===== config.mk =====
export PLATFORM = sky130hd
export DESIGN_NAME = timer_expiry_scheduler_unit
export DESIGN_NICKNAME = d
export VERILOG_FILES = /design/src/rtl/tes_pkg.sv /design/src/rtl/timer_expiry_scheduler_unit.sv /design/src/rtl/tes_ram.sv
export SDC_FILE = /design/constraint.sdc
export NUM_CORES = 2
export LEC_CHECK = 0
export BUFFER_PORTS_ARGS = -buffer_cell sky130_fd_sc_hd__buf_2
export CORE_ASPECT_RATIO = 1.2
export CORE_MARGIN = 5
export CORE_UTILIZATION = 56
export DETAILED_ROUTE_END_ITERATION = 7
export GPL_TIMING_DRIVEN = 0
export PLACE_DENSITY = 0.76
export SLEW_MARGIN = 20
export SYNTH_ARGS = -nofsm -noshare
export SYNTH_HDL_FRONTEND = slang
export SYNTH_SLANG_ARGS = --single-unit

===== constraint.sdc =====
create_clock -name clk -period 15.9 [get_ports clk]
set_clock_uncertainty 0.1 [all_clocks]
set_input_delay 0.795 -clock clk [delete_from_list [all_inputs] [get_ports clk]]
set_output_delay 0.795 -clock clk [all_outputs]
set_load 0.02 [all_outputs]

===== src/rtl/tes_pkg.sv =====
// package: shared types, codes and defaults for the timer expiry scheduler
`timescale 1ns / 1ps
`default_nettype none
package tes_pkg;
	localparam int TIMER_SLOTS_DEF = 16;
	localparam int MAX_RESULTS     = 16;
	localparam int TIME_W          = 48;
	localparam int ID_W            = 32;
	localparam int OWNER_W         = 16;
	localparam int ARG_W           = 32;
	localparam int PERIOD_W        = 32;
	localparam int NFIRE_W         = $clog2(MAX_RESULTS + 1);

	localparam logic [1:0] FUNC_TICK       = 2'd0;
	localparam logic [1:0] FUNC_ADD        = 2'd1;
	localparam logic [1:0] FUNC_CANCEL     = 2'd2;
	localparam logic [1:0] FUNC_CANCEL_ALL = 2'd3;

	localparam logic [1:0] KIND_ADD_ACK    = 2'd0;
	localparam logic [1:0] KIND_CANCEL_ACK = 2'd1;
	localparam logic [1:0] KIND_EXPIRY     = 2'd2;

	localparam logic [1:0] STATUS_OK        = 2'd0;
	localparam logic [1:0] STATUS_FULL      = 2'd1;
	localparam logic [1:0] STATUS_NOT_FOUND = 2'd2;

	typedef struct packed {
		logic [TIME_W-1:0]   due;
		logic [PERIOD_W-1:0] period;
		logic [OWNER_W-1:0]  owner;
		logic [ARG_W-1:0]    arg;
		logic [ID_W-1:0]     ident;
	} entry_t;

	localparam int ENTRY_W = $bits(entry_t);
endpackage
`default_nettype wire


===== src/rtl/timer_expiry_scheduler_unit.sv =====
// top level: timer slot store with a sequencer that scans the slots one per cycle
// add: ST_ADD allocates a free slot, if any, and loads the result once the output register is free
// cancel and cancel-all: one slot scan, then the result once the output register is free
// tick: one scan per fired timer, plus a final scan unless MAX_RESULTS timers have fired
// one item at a time; in_ready is high only while idle
// async reset clears all slot valid bits, the clock to 0 and the id counter to 1
`timescale 1ns / 1ps
`default_nettype none
module timer_expiry_scheduler_unit #(
	parameter int TIMER_SLOTS = tes_pkg::TIMER_SLOTS_DEF
) (
	input  wire logic        clk,
	input  wire logic        arst_n,
	input  wire logic        in_valid,
	output logic             in_ready,
	input  wire logic [1:0]  func,
	input  wire logic [15:0] owner_id,
	input  wire logic [31:0] timer_id,
	input  wire logic [31:0] initial_delay_ms,
	input  wire logic [31:0] interval_ms,
	input  wire logic signed [31:0] user_arg,
	output logic             out_valid,
	input  wire logic        out_ready,
	output logic [1:0]       kind,
	output logic [1:0]       status,
	output logic [31:0]      fired_id,
	output logic [15:0]      fired_owner,
	output logic signed [31:0] fired_arg,
	output logic             last
);
	localparam int IW = $clog2(TIMER_SLOTS);
	localparam int AW = $clog2(TIMER_SLOTS + 1);
	localparam int CW = $clog2(TIMER_SLOTS + 1);

	// sequencer states
	localparam logic [2:0] ST_IDLE  = 3'd0;
	localparam logic [2:0] ST_ADD   = 3'd1;
	localparam logic [2:0] ST_SCAN  = 3'd2;
	localparam logic [2:0] ST_FIRE  = 3'd3;
	localparam logic [2:0] ST_FLUSH = 3'd4;

	logic [2:0] state_q;

	// latched command
	logic [1:0]                     func_q;
	logic [tes_pkg::OWNER_W-1:0]    own_q;
	logic [tes_pkg::ID_W-1:0]       tid_q;
	logic [31:0]                    delay_q;
	logic [tes_pkg::PERIOD_W-1:0]   period_q;
	logic [tes_pkg::ARG_W-1:0]      arg_q;

	// slot state in flops
	logic [TIMER_SLOTS-1:0]         valid_q;
	logic [TIMER_SLOTS-1:0]         done_q;
	logic [tes_pkg::TIME_W-1:0]     now_q;
	logic [tes_pkg::ID_W-1:0]       next_id_q;

	// scan pipeline
	logic [AW-1:0]                  addr_q;
	logic                           rd_vld_s1;
	logic [IW-1:0]                  rd_idx_s1;
	tes_pkg::entry_t                ent;

	// scan results
	logic                           best_vld_q;
	tes_pkg::entry_t                best_q;
	logic [IW-1:0]                  best_idx_q;
	logic                           hit_q;
	logic                           ok_q;
	logic [CW-1:0]                  cnt_q;
	logic [tes_pkg::NFIRE_W-1:0]    nfire_q;

	// one fired timer held back until we know whether it is the last
	logic                           hold_vld_q;
	tes_pkg::entry_t                hold_q;

	// output register
	logic                           out_valid_q;

	logic                           out_free;
	logic                           out_load;
	logic                           issue;
	logic                           scan_end;
	logic                           cur_v;
	logic                           cur_d;
	logic                           tk_better;
	logic                           cx_hit;
	logic                           cx_ok;
	logic                           ca_hit;
	logic                           fire_go;
	logic                           free_found;
	logic [IW-1:0]                  free_idx;
	logic [tes_pkg::NFIRE_W-1:0]    nfire_nx;
	logic [tes_pkg::ID_W-1:0]       next_id_inc;

	logic                           ram_we;
	logic [IW-1:0]                  ram_waddr;
	tes_pkg::entry_t                ram_wdata;
	tes_pkg::entry_t                add_ent;
	tes_pkg::entry_t                rearm_ent;

	assign in_ready  = (state_q == ST_IDLE);
	assign out_valid = out_valid_q;
	assign out_free  = !out_valid_q || out_ready;

	// scan control: one read issued per cycle, its data evaluated in the cycle after
	assign issue    = (state_q == ST_SCAN) && (addr_q != AW'(TIMER_SLOTS));
	assign scan_end = (state_q == ST_SCAN) && !issue && !rd_vld_s1;

	assign cur_v = valid_q[rd_idx_s1];
	assign cur_d = done_q[rd_idx_s1];

	// earliest due time, then lowest id; strict compare keeps lowest slot on ties
	assign tk_better = rd_vld_s1 && (func_q == tes_pkg::FUNC_TICK) && cur_v && !cur_d
		&& (ent.due <= now_q)
		&& (!best_vld_q || (ent.due < best_q.due)
			|| ((ent.due == best_q.due) && (ent.ident < best_q.ident)));

	// first valid slot with matching id decides the cancel
	assign cx_hit = rd_vld_s1 && (func_q == tes_pkg::FUNC_CANCEL) && cur_v && !hit_q
		&& (tid_q != '0) && (ent.ident == tid_q);
	assign cx_ok  = cx_hit && ((own_q == '0) || (ent.owner == own_q));

	assign ca_hit = rd_vld_s1 && (func_q == tes_pkg::FUNC_CANCEL_ALL) && cur_v
		&& (ent.owner == own_q);

	// a fire step waits only if it has an earlier timer to hand out
	assign fire_go  = (state_q == ST_FIRE) && (!hold_vld_q || out_free);
	assign nfire_nx = nfire_q + 1'b1;

	assign next_id_inc = next_id_q + 1'b1;

	// the output register takes a new result in exactly these cases
	assign out_load = ((state_q == ST_ADD) && out_free)
		|| (scan_end && (func_q != tes_pkg::FUNC_TICK) && out_free)
		|| (fire_go && hold_vld_q)
		|| ((state_q == ST_FLUSH) && out_free);

	// lowest free slot
	always_comb begin
		free_found = 1'b0;
		free_idx   = '0;
		for (int i = TIMER_SLOTS - 1; i >= 0; i--) begin
			if (!valid_q[i]) begin
				free_found = 1'b1;
				free_idx   = IW'(i);
			end
		end
	end

	always_comb begin
		add_ent.due    = now_q + tes_pkg::TIME_W'(delay_q);
		add_ent.period = period_q;
		add_ent.owner  = own_q;
		add_ent.arg    = arg_q;
		add_ent.ident  = next_id_q;
		rearm_ent      = best_q;
		rearm_ent.due  = now_q + tes_pkg::TIME_W'(best_q.period);
	end

	// single ram write port: allocation or periodic re-arm
	always_comb begin
		ram_we    = 1'b0;
		ram_waddr = best_idx_q;
		ram_wdata = rearm_ent;
		if (state_q == ST_ADD) begin
			ram_we    = out_free && free_found;
			ram_waddr = free_idx;
			ram_wdata = add_ent;
		end else if (fire_go && (best_q.period != '0)) begin
			ram_we = 1'b1;
		end
	end

	tes_ram #(
		.WIDTH(tes_pkg::ENTRY_W),
		.DEPTH(TIMER_SLOTS)
	) u_slots (
		.clk  (clk),
		.we   (ram_we),
		.waddr(ram_waddr),
		.wdata(ram_wdata),
		.raddr(addr_q[IW-1:0]),
		.rdata(ent)
	);

	// control state
	always_ff @(posedge clk or negedge arst_n) begin
		if (!arst_n) begin
			state_q     <= ST_IDLE;
			valid_q     <= '0;
			done_q      <= '0;
			now_q       <= '0;
			next_id_q   <= tes_pkg::ID_W'(1);
			addr_q      <= '0;
			rd_vld_s1   <= 1'b0;
			best_vld_q  <= 1'b0;
			hit_q       <= 1'b0;
			ok_q        <= 1'b0;
			cnt_q       <= '0;
			nfire_q     <= '0;
			hold_vld_q  <= 1'b0;
			out_valid_q <= 1'b0;
		end else begin
			if (out_load) begin
				out_valid_q <= 1'b1;
			end else if (out_ready) begin
				out_valid_q <= 1'b0;
			end
			unique case (state_q)
				ST_IDLE: begin
					if (in_valid) begin
						if (func == tes_pkg::FUNC_ADD) begin
							state_q <= ST_ADD;
						end else begin
							state_q    <= ST_SCAN;
							addr_q     <= '0;
							best_vld_q <= 1'b0;
							hit_q      <= 1'b0;
							ok_q       <= 1'b0;
							cnt_q      <= '0;
							if (func == tes_pkg::FUNC_TICK) begin
								now_q      <= now_q + 1'b1;
								done_q     <= '0;
								nfire_q    <= '0;
								hold_vld_q <= 1'b0;
							end
						end
					end
				end
				ST_ADD: begin
					if (out_free) begin
						state_q <= ST_IDLE;
						if (free_found) begin
							valid_q[free_idx] <= 1'b1;
							next_id_q <= (next_id_inc == '0) ? tes_pkg::ID_W'(1) : next_id_inc;
						end
					end
				end
				ST_SCAN: begin
					if (issue) begin
						addr_q <= addr_q + 1'b1;
					end
					rd_vld_s1 <= issue;
					if (tk_better) begin
						best_vld_q <= 1'b1;
					end
					if (cx_hit) begin
						hit_q <= 1'b1;
					end
					if (cx_ok) begin
						valid_q[rd_idx_s1] <= 1'b0;
						ok_q <= 1'b1;
					end
					if (ca_hit) begin
						valid_q[rd_idx_s1] <= 1'b0;
						cnt_q <= cnt_q + 1'b1;
					end
					if (scan_end) begin
						if (func_q == tes_pkg::FUNC_TICK) begin
							if (best_vld_q) begin
								state_q <= ST_FIRE;
							end else if (hold_vld_q) begin
								state_q <= ST_FLUSH;
							end else begin
								state_q <= ST_IDLE;
							end
						end else if (out_free) begin
							state_q <= ST_IDLE;
						end
					end
				end
				ST_FIRE: begin
					if (fire_go) begin
						hold_vld_q         <= 1'b1;
						done_q[best_idx_q] <= 1'b1;
						if (best_q.period == '0) begin
							valid_q[best_idx_q] <= 1'b0;
						end
						nfire_q <= nfire_nx;
						if (nfire_nx == tes_pkg::NFIRE_W'(tes_pkg::MAX_RESULTS)) begin
							state_q <= ST_FLUSH;
						end else begin
							state_q    <= ST_SCAN;
							addr_q     <= '0;
							best_vld_q <= 1'b0;
						end
					end
				end
				ST_FLUSH: begin
					if (out_free) begin
						hold_vld_q <= 1'b0;
						state_q    <= ST_IDLE;
					end
				end
				default: begin
					state_q <= ST_IDLE;
				end
			endcase
		end
	end

	// payload registers
	always_ff @(posedge clk) begin
		if (in_valid && in_ready) begin
			func_q   <= func;
			own_q    <= owner_id;
			tid_q    <= timer_id;
			delay_q  <= initial_delay_ms;
			period_q <= interval_ms;
			arg_q    <= user_arg;
		end
		rd_idx_s1 <= addr_q[IW-1:0];
		if (tk_better) begin
			best_q     <= ent;
			best_idx_q <= rd_idx_s1;
		end
		if ((state_q == ST_ADD) && out_free) begin
			kind        <= tes_pkg::KIND_ADD_ACK;
			status      <= free_found ? tes_pkg::STATUS_OK : tes_pkg::STATUS_FULL;
			fired_id    <= free_found ? next_id_q : '0;
			fired_owner <= '0;
			fired_arg   <= '0;
			last        <= 1'b1;
		end
		if (scan_end && (func_q != tes_pkg::FUNC_TICK) && out_free) begin
			kind        <= tes_pkg::KIND_CANCEL_ACK;
			fired_owner <= '0;
			fired_arg   <= '0;
			last        <= 1'b1;
			if (func_q == tes_pkg::FUNC_CANCEL) begin
				status   <= ok_q ? tes_pkg::STATUS_OK : tes_pkg::STATUS_NOT_FOUND;
				fired_id <= tid_q;
			end else begin
				status   <= (cnt_q != '0) ? tes_pkg::STATUS_OK : tes_pkg::STATUS_NOT_FOUND;
				fired_id <= tes_pkg::ID_W'(cnt_q);
			end
		end
		if (fire_go) begin
			hold_q <= best_q;
			if (hold_vld_q) begin
				kind        <= tes_pkg::KIND_EXPIRY;
				status      <= tes_pkg::STATUS_OK;
				fired_id    <= hold_q.ident;
				fired_owner <= hold_q.owner;
				fired_arg   <= hold_q.arg;
				last        <= 1'b0;
			end
		end
		if ((state_q == ST_FLUSH) && out_free) begin
			kind        <= tes_pkg::KIND_EXPIRY;
			status      <= tes_pkg::STATUS_OK;
			fired_id    <= hold_q.ident;
			fired_owner <= hold_q.owner;
			fired_arg   <= hold_q.arg;
			last        <= 1'b1;
		end
	end
endmodule
`default_nettype wire


===== src/rtl/tes_ram.sv =====
// generic single write, single read ram with registered read data
`timescale 1ns / 1ps
`default_nettype none
module tes_ram #(
	parameter int WIDTH = 8,
	parameter int DEPTH = 16
) (
	input  wire logic                     clk,
	input  wire logic                     we,
	input  wire logic [$clog2(DEPTH)-1:0] waddr,
	input  wire logic [WIDTH-1:0]         wdata,
	input  wire logic [$clog2(DEPTH)-1:0] raddr,
	output logic      [WIDTH-1:0]         rdata
);
	logic [WIDTH-1:0] mem_q [DEPTH];

	always_ff @(posedge clk) begin
		if (we) begin
			mem_q[waddr] <= wdata;
		end
		rdata <= mem_q[raddr];
	end
endmodule
`default_nettype wire

* Word level (Yosys, flattened, before mapping)
Memories as Yosys holds them, arrays and structs flattened. A register that Yosys moved wholly into a read port is not among the register bits.
Index checks and enable logic that the tools add are counted.
** Storage, ports and cells
- Register bits :: 615
- Bits in writable memories :: 2560
- Output and inout port bits :: 87
- Memories kept :: 1
** Memories
- u_slots.mem_q :: words 16, width 160, rd ports 1, clocked after memory_dff 1, write ports 1, RTL line tes_ram.sv:15 : logic [WIDTH-1:0] mem_q [DEPTH];
** Operators by class
- Add/subtract/negate cells :: 7
- Order comparisons :: 9
- Eq/ne operators :: 27
- Muxes and demuxes :: 136
- Bitwise gates (word level) :: 8
- Reductions and logical operators :: 73
** Operators by type and width (number)
- 32-bit two-way mux :: 13
- 16-bit two-way mux :: 16
- 160-bit two-way mux :: 1
- 48-bit by 32-bit adder with 48-bit output :: 2
- 4-bit two-way mux :: 17
- 32-bit logical NOT :: 2
- 32-bit nonzero test :: 2
- 5-bit two-way mux :: 10
- 48-bit by 1-bit adder with 48-bit output, second input constant :: 1
- 16-bit AND :: 3
- 48-bit == test :: 1
- 48-bit less-or-equal comparator :: 1
- 48-bit < comparator :: 1
- 16-bit one-hot mux with 3 select lines :: 1
- 1-bit two-way mux :: 44
- 32-bit by 1-bit adder with 32-bit output, second input constant :: 1
- 32-bit == test :: 1
- 32-bit < comparator :: 1
- 16-bit inverter :: 2
- 16-bit bitwise OR :: 2
- 16-bit one-hot mux with 2 select lines :: 1
- 1-bit logical AND :: 30
- 2-bit != test, second input constant :: 13
- 2-bit two-way mux :: 12
- other kinds (34) :: 82

* Longest topological paths before layout
- Depth after elaboration :: 24
- Gate-level depth with buffers :: 16
- Gate-level depth less buffers :: 13

* Hierarchy
A second synthesis with hierarchy kept.
** Second synthesis, totals
- Cell total of the unflattened synthesis :: 7079
- Area total of the unflattened synthesis :: 129628.1 µm²
** Modules (own cells, without submodules)
- tes_ram :: times used 1, cells an instance 4191, area an instance 99300.2 µm²
- timer_expiry_scheduler_unit :: times used 1, cells an instance 2888, area an instance 30327.8 µm²

* Worst setup path after synthesis
Ideal clock, no wire load.
- Path kind :: reg2reg
- Start point :: reg best_q[21] (netlist bit)
- End point :: reg best_idx_q[0], enable pin
- Arrival :: 14.904 ns
- Setup slack :: -0.085 ns
- Cell stages (with the launch flop) :: 10
- Cell sequence :: edfxtp_1 > inv_1 > ha_1 > a21o_1 > a21oi_1 > o221ai_1 > a2111oi_0 > a21oi_1 > or3_1 > a311oi_1
** Between the ends
- Longest elaborated chain between the ends :: 4
** Ends and longest elaborated chain
- from (decl) :: RTL line timer_expiry_scheduler_unit.sv:66 : tes_pkg::entry_t best_q;
- from (signal assigned) :: RTL line timer_expiry_scheduler_unit.sv:315 : best_q <= ent;
- 32-bit < comparator :: RTL line timer_expiry_scheduler_unit.sv:117 : || ((ent.due == best_q.due) && (ent.ident < best_q.ident)));
- 1-bit logical AND :: RTL line timer_expiry_scheduler_unit.sv:117
- 1-bit logical OR :: RTL line timer_expiry_scheduler_unit.sv:117
- 1-bit logical AND :: RTL line timer_expiry_scheduler_unit.sv:116 : && (!best_vld_q || (ent.due < best_q.due)
- named net tk_better :: RTL line timer_expiry_scheduler_unit.sv:86 : logic tk_better;
- to (signal assigned) :: RTL line timer_expiry_scheduler_unit.sv:316 : best_idx_q <= rd_idx_s1;
- to (decl) :: RTL line timer_expiry_scheduler_unit.sv:67 : logic [IW-1:0] best_idx_q;
The timed path passes the listed nets, and every way through them passes these cells.
A chain may end at the register's enable or synchronous reset.

==> impl_metrics.yaml <==
run_status:
  status: "finished, final reports clean"
timing:
  worstMarginPinSlew_ps: 1259
  rsz0062_at_grt: "false"
  setup_tns_ps: 0
  setup_viol: 0
  fin_crit_sh_pct: 44.49
  max_freq_ghz: 0.1414
  hold_viol_final: 0
  slew_violations: 0
  period_minus_slack_ps: 7074
  maxSlewHeadroom_pct: 16.08
placed_design:
  dpl.hpwl_mm: 227.3
  dp_cells: 9990
  place_congestion: 0.9143
  port_buffers: 236
run:
  maxCapViolations: 0
finish:
  final_common_cell: "edfxtp_1"
  fin_util_pct: 65.16
  drive_above_1_share_pct: 25.27
  area_growth_pct: 15.97
  fin_nets: 7687
  final_cell_mix: "edfxtp_1, mux4_2, nand2_1"
  finalNonFillerCells: 10660
pwr:
  p_leak_nw: 49.97
  power_density_mw_per_mm2: 161.6
  ir_drop_mv: 0.1507
global_routing:
  grt_overflow_total: 0
  busiest_layer: "met2"
  use_met2_pct: 48.86
  use_met1_pct: 38.61
  grt_use_total_pct: 29.98
  grt_pass1_wl_mm: 514.2
  antenna_found_initial: 15
  grtUsageMet3_pct: 7.193
  first_global_vias: 72610
  grt_max_degree: 90
synthesis:
  synth_nets: 6811
  yosysSeqAreaShare_pct: 75.07
  yosys_warnings: 0
  synthesis.area_mm2: 0.1292
  syn_inst: 6494
  ys_async_sr_fraction_pct: 4.078
  synth_edf_count: 2950
  yosys_most_used_dff: "edfxtp_1"
  synth-seq-cells: 3335
  yosysUniqueCellTypes: 97
  avgSynthCellArea_um2: 19.89
die:
  die_y_um: 536.1
  die_area_mm2: 0.2404
  pin_count: 237
  die_w_um: 448.4
  core_mm2: 0.2299
  num_rows: 193
  initial_utilization_pct: 56.19
setup_path:
  crit_path_end_kind: "flip-flop"
  cp-start-kind: "flip-flop"
  crit_type: "flip-flop to flip-flop"
  path_cells: "buf_2 -> nor3b_2 -> clkbuf_2 -> clkbuf_1 -> nand2_1 -> nand2_1 -> ha_1 -> fa_1 -> a211oi_1 -> o21ai_0 -> o21a_1 -> o211ai_1 -> a31oi_1 -> o21ai_0 -> xnor2_1"
  crit_path_max_fanout: 16
  cp.required_ps: 16280
  cp_num_buf_inv: 3
  cp_slowest_cell: "xnor2_1"
  crit_arrival_ps: 7460
  slowest_delay_ps: 890
  path_delay_family: "compound AO/OA/AOI/OAI gates"
clock_tree:
  cts_resized: 0
  insertion_delay_ps: 860
  cts_root_buf: "clkbuf_16"
  cts_num_sinks: 3335
  tritoncts: "built"
  htree_levels: 5
  cts_buffers: 307
  path_clk_slew_ps: 60
  cts_buffer_depth: 4
routing:
  firstDrtPassIters: 7
  drc_errors: 0
  wire_per_inst_um: 33.84
  via_per_inst: 6.708
  vias: 71480
  drt_iter0_markers: 10910
  ant_nets: 0
  wl_mm: 360.6
hold_path:
  worstHoldPathType: "input pin to flip-flop"
-- final cells by class --
| type | instances | area [um2] |
|---|---|---|
| Sequential cell | 3335 | 96970 |
| Fill cell | 14330 | 80090 |
| Multi-Input combinational cell | 2706 | 30790 |
| Clock buffer | 409 | 8493 |
| Timing Repair Buffer | 567 | 6574 |
| Tap cell | 3022 | 3781 |
| Buffer | 299 | 1299 |
| Clock inverter | 151 | 1274 |
| Inverter | 154 | 583.1 |
| Antenna cell | 12 | 30.03 |
-- per-layer routing --
layer	vias up	wire length (um)
met4	4	18860
met2	5509	177700
met3	1002	41440
li1	28200	-
met1	36760	122600
met5	-	32
-- path summary, 6_finish.rpt --
path                                   startpoint                     to  slack (ps)  cells past startpoint
worst min-delay path                 timer_id[24]              tid_q[24]          40                      1
worst min register to register  u_slots.rdata[36]             best_q[36]         280                      0
max in group asynchronous                  arst_n          next_id_q[25]       14330                      3
worst max register to register         state_q[2]  u_slots.mem_q[1][150]        8830                     15
worst max-delay path                   state_q[2]  u_slots.mem_q[1][150]        8830                     15
min in group asynchronous                  arst_n              now_q[35]         450                      2
-- state kept, by name, indices dropped and copies added, names as in the netlist, 32 cells and up --
signal         cells
tid_q             32
fired_id          32
now_q             48
best_q           160
delay_q           32
fired_arg         32
u_slots.mem_q   2560
hold_q            80
next_id_q         32
period_q          32
arg_q             32
u_slots.rdata    160
-- cells by family after synthesis --
family          after synthesis  share of synthesized area, %
simple gates               1016                         3.762
flops                      3335                         75.07
buf+inv                     453                         1.371
xor+xnor                    171                         1.159
compound gates              535                         2.833
mux                         817                         14.18
fa+ha+maj                   167                         1.623
-- per-stage QoR --
stage                     cell area (um2)  power (W)  hold WS (ps)  worst slack [ps]
after detailed placement           138800    0.01690         288.7              9097
after CTS                          149400    0.02416        0.1242              8974
final                              149800    0.02421         38.66              8826
after global routing               149800    0.02499         18.23              8562
after floorplan                    129200    0.01473         269.3             728.3
after global placement             134100    0.01669         287.8            -17230
-- cell usage after synthesis, types with 37 or more instances --
cell,number,area [um2]
dfxtp_1,249,4985
a21oi_1,129,645.6
nand4_1,68,425.4
a21o_1,38,285.3
a22o_1,50,437.9
o21ai_0,108,540.5
nand2_1,483,1813
nor4_1,58,362.9
xor2_1,67,586.8
xnor2_1,104,910.9
clkbuf_1,238,893.4
edfxtp_1,2950,88580
nor2_1,146,548.0
mux4_2,802,18060
buf_1,37,138.9
inv_1,153,574.3
ha_1,166,2077
nand3_1,50,250.2
nor3_1,48,240.2
dfrtp_1,135,3378
-- where the power goes --
group	switching, W	total, W	internal (W)	leakage, nW
combinational	0.00344	0.00581	0.00237	14.8
sequential	0.000495	0.0111	0.0106	30.3
clock	0.00323	0.00727	0.00404	4.77
total	0.00716	0.0242	0.0171	50.0
-- worst reg2reg max path, cell delays in order, from the launching register on --
cell and delay, ps:
dfrtp_1 430, buf_2 210, nor3b_2 670, clkbuf_2 770
clkbuf_1 400, nand2_1 250, nand2_1 180, ha_1 260
fa_1 320, a211oi_1 100, o21ai_0 480, o21a_1 420
o211ai_1 180, a31oi_1 810, o21ai_0 220, xnor2_1 890
-- timing repair --
| item | in CTS | in global routing |
|---|---|---|
| hold buffers | 91 | 0 |
| hold endpoints to repair | 137 | 0 |
| setup buffers | 0 | 0 |
| setup endpoints to repair | 0 | 0 |
Power figures use the tool's default switching activity.
